File: src/hw/rtl/spfa_shortest_path_assert.svh
// Assertion macros for the SPFA shortest path block.
// Used by hw/rtl/spfa_shortest_path.sv; expects i_clk and i_rst_n in scope.
`ifndef SPFA_SHORTEST_PATH_ASSERT_SVH
`define SPFA_SHORTEST_PATH_ASSERT_SVH

// same-cycle implication, idle during reset
`define SPFA_ASSERT_IMP(lbl, ante, cons, msg) \
    lbl: assert property (@(posedge i_clk) disable iff (!i_rst_n) (ante) |-> (cons)) \
        else $error(msg);

// next-cycle implication, idle during reset
`define SPFA_ASSERT_NXT(lbl, ante, cons, msg) \
    lbl: assert property (@(posedge i_clk) disable iff (!i_rst_n) (ante) |=> (cons)) \
        else $error(msg);

`endif

File: src/hw/rtl/spfa_pkg.sv
// Shared types and constants of the SPFA shortest path block.
// No dependencies.
package spfa_pkg;

    localparam int NODES              = 256;
    localparam int NW                 = 8;
    localparam int EDGES_PER_NODE_DEF = 7;
    localparam int VISIT_W            = 9;
    localparam int DIST_W             = 48;
    localparam int WEIGHT_W           = 32;

    localparam logic [1:0] REQ_LOAD  = 2'd0;
    localparam logic [1:0] REQ_RUN   = 2'd1;
    localparam logic [1:0] REQ_QUERY = 2'd2;

    localparam logic [1:0] ST_OK     = 2'd0;
    localparam logic [1:0] ST_FULL   = 2'd1;
    localparam logic [1:0] ST_NEGCYC = 2'd2;

    typedef struct packed {
        logic [DIST_W-1:0]  best_dist;
        logic               reached;
        logic               has_prev;
        logic [NW-1:0]      prev;
        logic               queued;
        logic [VISIT_W-1:0] visit;
    } t_node;

endpackage

File: src/hw/rtl/spfa_relax.sv
// Registered saturating candidate distance: base plus sign-extended weight.
// Depends on spfa_pkg.
module spfa_relax (
    input  logic                                 i_clk,
    input  logic signed [spfa_pkg::DIST_W-1:0]   i_base,
    input  logic signed [spfa_pkg::WEIGHT_W-1:0] i_weight,
    output logic signed [spfa_pkg::DIST_W-1:0]   o_cand
);
    import spfa_pkg::*;

    logic signed [DIST_W:0]   sum;
    logic signed [DIST_W-1:0] r_cand;

    assign sum = {i_base[DIST_W-1], i_base}
               + {{(DIST_W + 1 - WEIGHT_W){i_weight[WEIGHT_W-1]}}, i_weight};

    always_ff @(posedge i_clk) begin
        if (sum[DIST_W] != sum[DIST_W-1]) begin
            r_cand <= sum[DIST_W] ? {1'b1, {(DIST_W-1){1'b0}}} : {1'b0, {(DIST_W-1){1'b1}}};
        end else begin
            r_cand <= sum[DIST_W-1:0];
        end
    end

    assign o_cand = r_cand;

endmodule

File: config.mk
export PLATFORM = sky130hd
export DESIGN_NAME = spfa_relax
export DESIGN_NICKNAME = d
export VERILOG_FILES = /design/src/hw/rtl/spfa_shortest_path_assert.svh /design/src/hw/rtl/spfa_pkg.sv /design/src/hw/rtl/spfa_relax.sv
export SDC_FILE = /design/constraint.sdc
export NUM_CORES = 1
export LEC_CHECK = 0
export BUFFER_PORTS_ARGS = -buffer_cell sky130_fd_sc_hd__buf_2
export CORE_ASPECT_RATIO = 1.4
export CORE_MARGIN = 2
export CORE_UTILIZATION = 47
export DETAILED_ROUTE_END_ITERATION = 6
export HOLD_SLACK_MARGIN = 0.08
export PLACE_DENSITY_LB_ADDON = 0.25
export SETUP_SLACK_MARGIN = 0.5
export SYNTH_ARGS = -nofsm -noshare
export SYNTH_HDL_FRONTEND = slang
export SYNTH_SLANG_ARGS = --single-unit
File: constraint.sdc
create_clock -name i_clk -period 3.8 [get_ports i_clk]
set_clock_uncertainty 0.2 [all_clocks]
set_input_delay 0.38 -clock i_clk [delete_from_list [all_inputs] [get_ports i_clk]]
set_output_delay 0.38 -clock i_clk [all_outputs]
set_load 0.05 [all_outputs]
# After elaboration in Yosys (flattened, before gate mapping)

Index checks and enable logic that the tools add are counted.

Latch bits: 0
Word-level logic and storage cells: 5
Memory bits (writable): 0
ROM bits: 0
Output and inout bits: 48
Register bits: 48
Memories kept: 0

Div/mod/pow operators: 0
Equal/unequal tests: 1
Muxes and demuxes: 2
Bitwise operators: 0
$mul: 0
Reduce and logical (&&, ||, !) cells: 0
Magnitude comparators: 0
Shifts and indexed selects: 0
Add/sub/neg operators: 1

Operators with widths:

| operator                                  | number |
|---|---|
| 48-bit two-way mux                        | 2 |
| 48-bit by 32-bit adder with 49-bit output | 1 |
| 1-bit != test                             | 1 |

# Depth between registers and ports, before layout

Depth in word-level cells: 3
Gate-level depth with buffers: 15

# Worst setup path before layout

OpenSTA, ideal clock, no wires.

Path type: input -> register
Start point: input port i_base[0] in the netlist's numbering
End point: register r_cand[11], in the netlist o_cand[11]
Setup time: 0.066 ns
Data required time: 3.534 ns
Slack: 0.258 ns
Arrival: 3.276 ns
Stages on the path: 15
Path through: ha_1 inv_1 fa_1 nand2b_1 a211o_1 a22o_1 o311ai_1 nand3_1 o41ai_4 a41o_1 and2_1 mux2i_1 buf_6 buf_6 a21oi_2

Longest elaborated chain between the ends: 3
Elaborated cells between the ends (all ways): 4

Ends and longest elaborated chain:

| element                                             | RTL line                           | source |
|---|---|---|
| from (decl)                                         | spfa_relax.sv:5                    | `input logic signed [spfa_pkg::DIST_W-1:0] i_base,` |
| 48-bit by 32-bit adder with 49-bit output *         | spfa_relax.sv:15                   | `+ {{(DIST_W + 1 - WEIGHT_W){i_weight[WEIGHT_W-1]}}, i_weight};` |
| 48-bit two-way mux or 1-bit != test (tied branches) | spfa_relax.sv:19, spfa_relax.sv:18 |  |
| 48-bit two-way mux *                                | spfa_relax.sv:18                   | `if (sum[DIST_W] != sum[DIST_W-1]) begin` |
| to (signal assigned)                                | spfa_relax.sv:19                   | `r_cand <= sum[DIST_W] ? {1'b1, {(DIST_W-1){1'b0}}} : {1'b0, {(DIST_W-1){1'b1}}};` |
| to (signal assigned)                                | spfa_relax.sv:21                   | `r_cand <= sum[DIST_W-1:0];` |
| to (decl)                                           | spfa_relax.sv:12                   | `logic signed [DIST_W-1:0] r_cand;` |

Every way passes the cells marked *; elsewhere a longest branch is shown, timed or not.

# Worst setup path in the final report

Start point: input port i_base[0] in the netlist's numbering
End point: register r_cand[46], in the netlist o_cand[46]

The elaborated chain is that of the path after synthesis.

==> out/summary.txt <==
Die X -> 82.77 um
CP Launch Type -> input pin
clock-pin transition on the worst setup and hold timing paths -> 0.07 ns
die area -> 0.009459 mm2
final setup fails -> 0
Largest delay share family, worst path -> compound AO/OA/AOI/OAI gates
clock root cell -> clkbuf_16
Top Ports -> 129
DRT Pass-1 Iters -> 5
endpoint type of the worst setup path -> flop
initial antenna violation count -> 0
Site Rows -> 40
sequential element share of the synthesized area -> 0.2354
Ys Warns -> 0
commonest non-fill, non-tap cell in the layout -> buf_2
register bit total from synthesis -> 48
Worst-Margin Slew -> 0.5503 ns
gpl congestion -> 0.9932
Required @ worst endpoint -> 3.78 ns
CTS Buffer Depth -> 2
Via Count -> 4432
total track usage -> 0.2526
Mapped Cells -> 511
Worst Hold Class -> in2reg
Hold Vio Cnt, Final -> 0
status -> finished clean
PD cells -> 481.3 mW/mm2
Worst Path Class, Setup -> in2reg
fin area -> 0.005341 mm2
period utilization -> 0.8665
Detailed Route Iter0 Violations -> 162
crit path cell chain -> buf_2 -> ha_4 -> inv_2 -> fa_2 -> nand2b_4 -> a211o_1 -> buf_4 -> buf_4 -> a21oi_1 -> o21ai_0 -> a31oi_1 -> nor2_1 -> o21ai_0 -> buf_4 -> a41oi_1 -> xnor2_1 -> o21ai_1
Slew headroom -> 0.6292
nets -> 783
Remaining Overflow, GRT -> 0
count of different cell masters after synthesis -> 52
DRT antenna net count -> 0
CTS tree -> yes
placed cells -> 740
cts hold-fix bufs -> 0
cts bufs inserted -> 5
vias per cell -> 5.839
Top FF cell, synth -> dfxtp_1
Buffers on Ports -> 128
CP max-delay cell -> fa_2
Post-synth ARST share -> 0
Core Region -> 0.008508 mm2
area delta synth->final -> 30.83%
DRC -> 0
crit path buf inv count -> 5
total power -> 2.571 mW
placed inst area -> 0.004969 mm2
Worst Path Arrival -> 3.27 ns
Cell Area, Synth -> 0.004083 mm2
Die H -> 114.3 um
Largest register FFs -> 48
worst-path fanout max -> 3
leakage -> 2.504 nW
pre-CTS setup slack -> -0.07420 ns
Hold Startpoint -> i_weight[0]
Max Cap Viol -> 0
share of layout cells above drive strength 1 -> 0.3379
min cycle time layout -> 3.293 ns
mean routed wirelength per cell -> 16.28 um
number of global-route vias before repair -> 4187
Max Freq -> 0.3037 GHz
post-DP HPWL -> 9.419 mm
peak supply drop -> 0.3168 mV
Avg Synthesized Cell Area -> 7.990 um2
Total Wirelength -> 12.35 mm
EDFF count, synth -> 0
filler cell count in the final layout -> 791
total clock sinks -> 48
fin worst setup slack -> 0.5073 ns
CTS H-tree lvls -> 2
most frequent cells in the layout -> 128 x buf_2, 59 x a21oi_1, 48 x dfxtp_1
Post-Syn Nets -> 641
Final Max Slew Viols -> 0
Non-Filler Instances -> 759
largest net degree at the start of global routing -> 36
WHS -> 0.2760 ns
CP most frequent cell -> buf_4
global-route wire length before repair -> 18.84 mm
RSZ-0062 raised after global routing -> true
slowest stage delay, CP -> 0.34 ns
Initial Utilization -> 0.4799
Worst Setup SP -> i_base[0]
antenna cell count -> 0
cells in the mapped netlist (all sizes together), types with 2 or more instances:
library cell / instances / share of area
a211o: 2 / 0.0043
a211oi: 3 / 0.0067
a21o: 26 / 0.048
a21oi: 84 / 0.12
a221oi: 3 / 0.0080
a22oi: 2 / 0.0037
a31oi: 7 / 0.011
and2: 3 / 0.0046
and3: 5 / 0.0077
and4: 2 / 0.0043
buf: 8 / 0.016
clkbuf: 20 / 0.018
dfxtp: 48 / 0.24
ha: 48 / 0.15
inv: 13 / 0.012
mux2i: 2 / 0.0049
nand2: 44 / 0.040
nand2b: 6 / 0.0092
nand3: 8 / 0.0098
nand4: 15 / 0.023
nor2: 30 / 0.028
nor3: 4 / 0.0049
nor4: 2 / 0.0031
o211ai: 4 / 0.0074
o21a: 5 / 0.0092
o21ai: 47 / 0.058
o21bai: 10 / 0.018
o41ai: 2 / 0.011
xnor2: 25 / 0.054
xor2: 19 / 0.041
path summary, 6_finish.rpt:
check | depth (start not counted) | slack, ns | endpoint
setup / recovery | 17 | 0.51 | o_cand[46]
hold / removal | 4 | 0.28 | o_cand[0]
per-layer routing:
layer  global-route usage  share of wire  vias up
met4               0.1191          0.030        0
li1                     -              -     2156
met2               0.4543           0.53      174
met3              0.02050          0.049       27
met1               0.2937           0.39     2075
met5                    0              0        -
area by class of cell:
type / instances / area [um2] / share of cell area
clock buffer: 5 / 125.1 / 0.02342
clock inverter: 3 / 18.77 / 0.003514
inverter: 13 / 48.80 / 0.009136
multi-input combinational: 422 / 3078 / 0.5762
sequential: 48 / 960.9 / 0.1799
tap: 105 / 131.4 / 0.02460
timing repair buffer: 163 / 978.4 / 0.1832
metrics by stage:
step | util | TNS (ns)
after floorplan | - | 0
after global placement | 0.5840 | -1.610
after detailed placement | 0.5840 | -1.467
after CTS | 0.6109 | 0
after global routing | 0.6278 | 0
final | 0.6278 | 0
repair_timing:
action / CTS / global route
cloned: 0 / 3
buffers inserted: 4 / 4
hold endpoints to repair: 0 / 0
pin swaps: 8 / 10
endpoints found under the setup margin: 47 / 47
gates resized for setup: 12 / 17
power by group:
group          total (mW)  internal, mW  switching, mW
clock network       0.436         0.243          0.193
registers           0.688         0.640         0.0474
logic                1.45         0.464          0.984
total                2.57          1.35           1.22
logic make-up (layout without fill, tap and decap cells):
group | after synthesis | in the layout | synth area share
XOR/XNOR | 44 | 44 | 0.09439
AO/OA/AOI/OAI | 203 | 203 | 0.3233
flip-flops | 48 | 48 | 0.2354
adder cells (fa/ha/maj) | 49 | 49 | 0.1520
multiplexers | 2 | 2 | 0.004904
buffers and inverters | 41 | 184 | 0.04597
AND/OR/NAND/NOR | 124 | 124 | 0.1440
No activity file was read; power rests on OpenSTA's default activity.
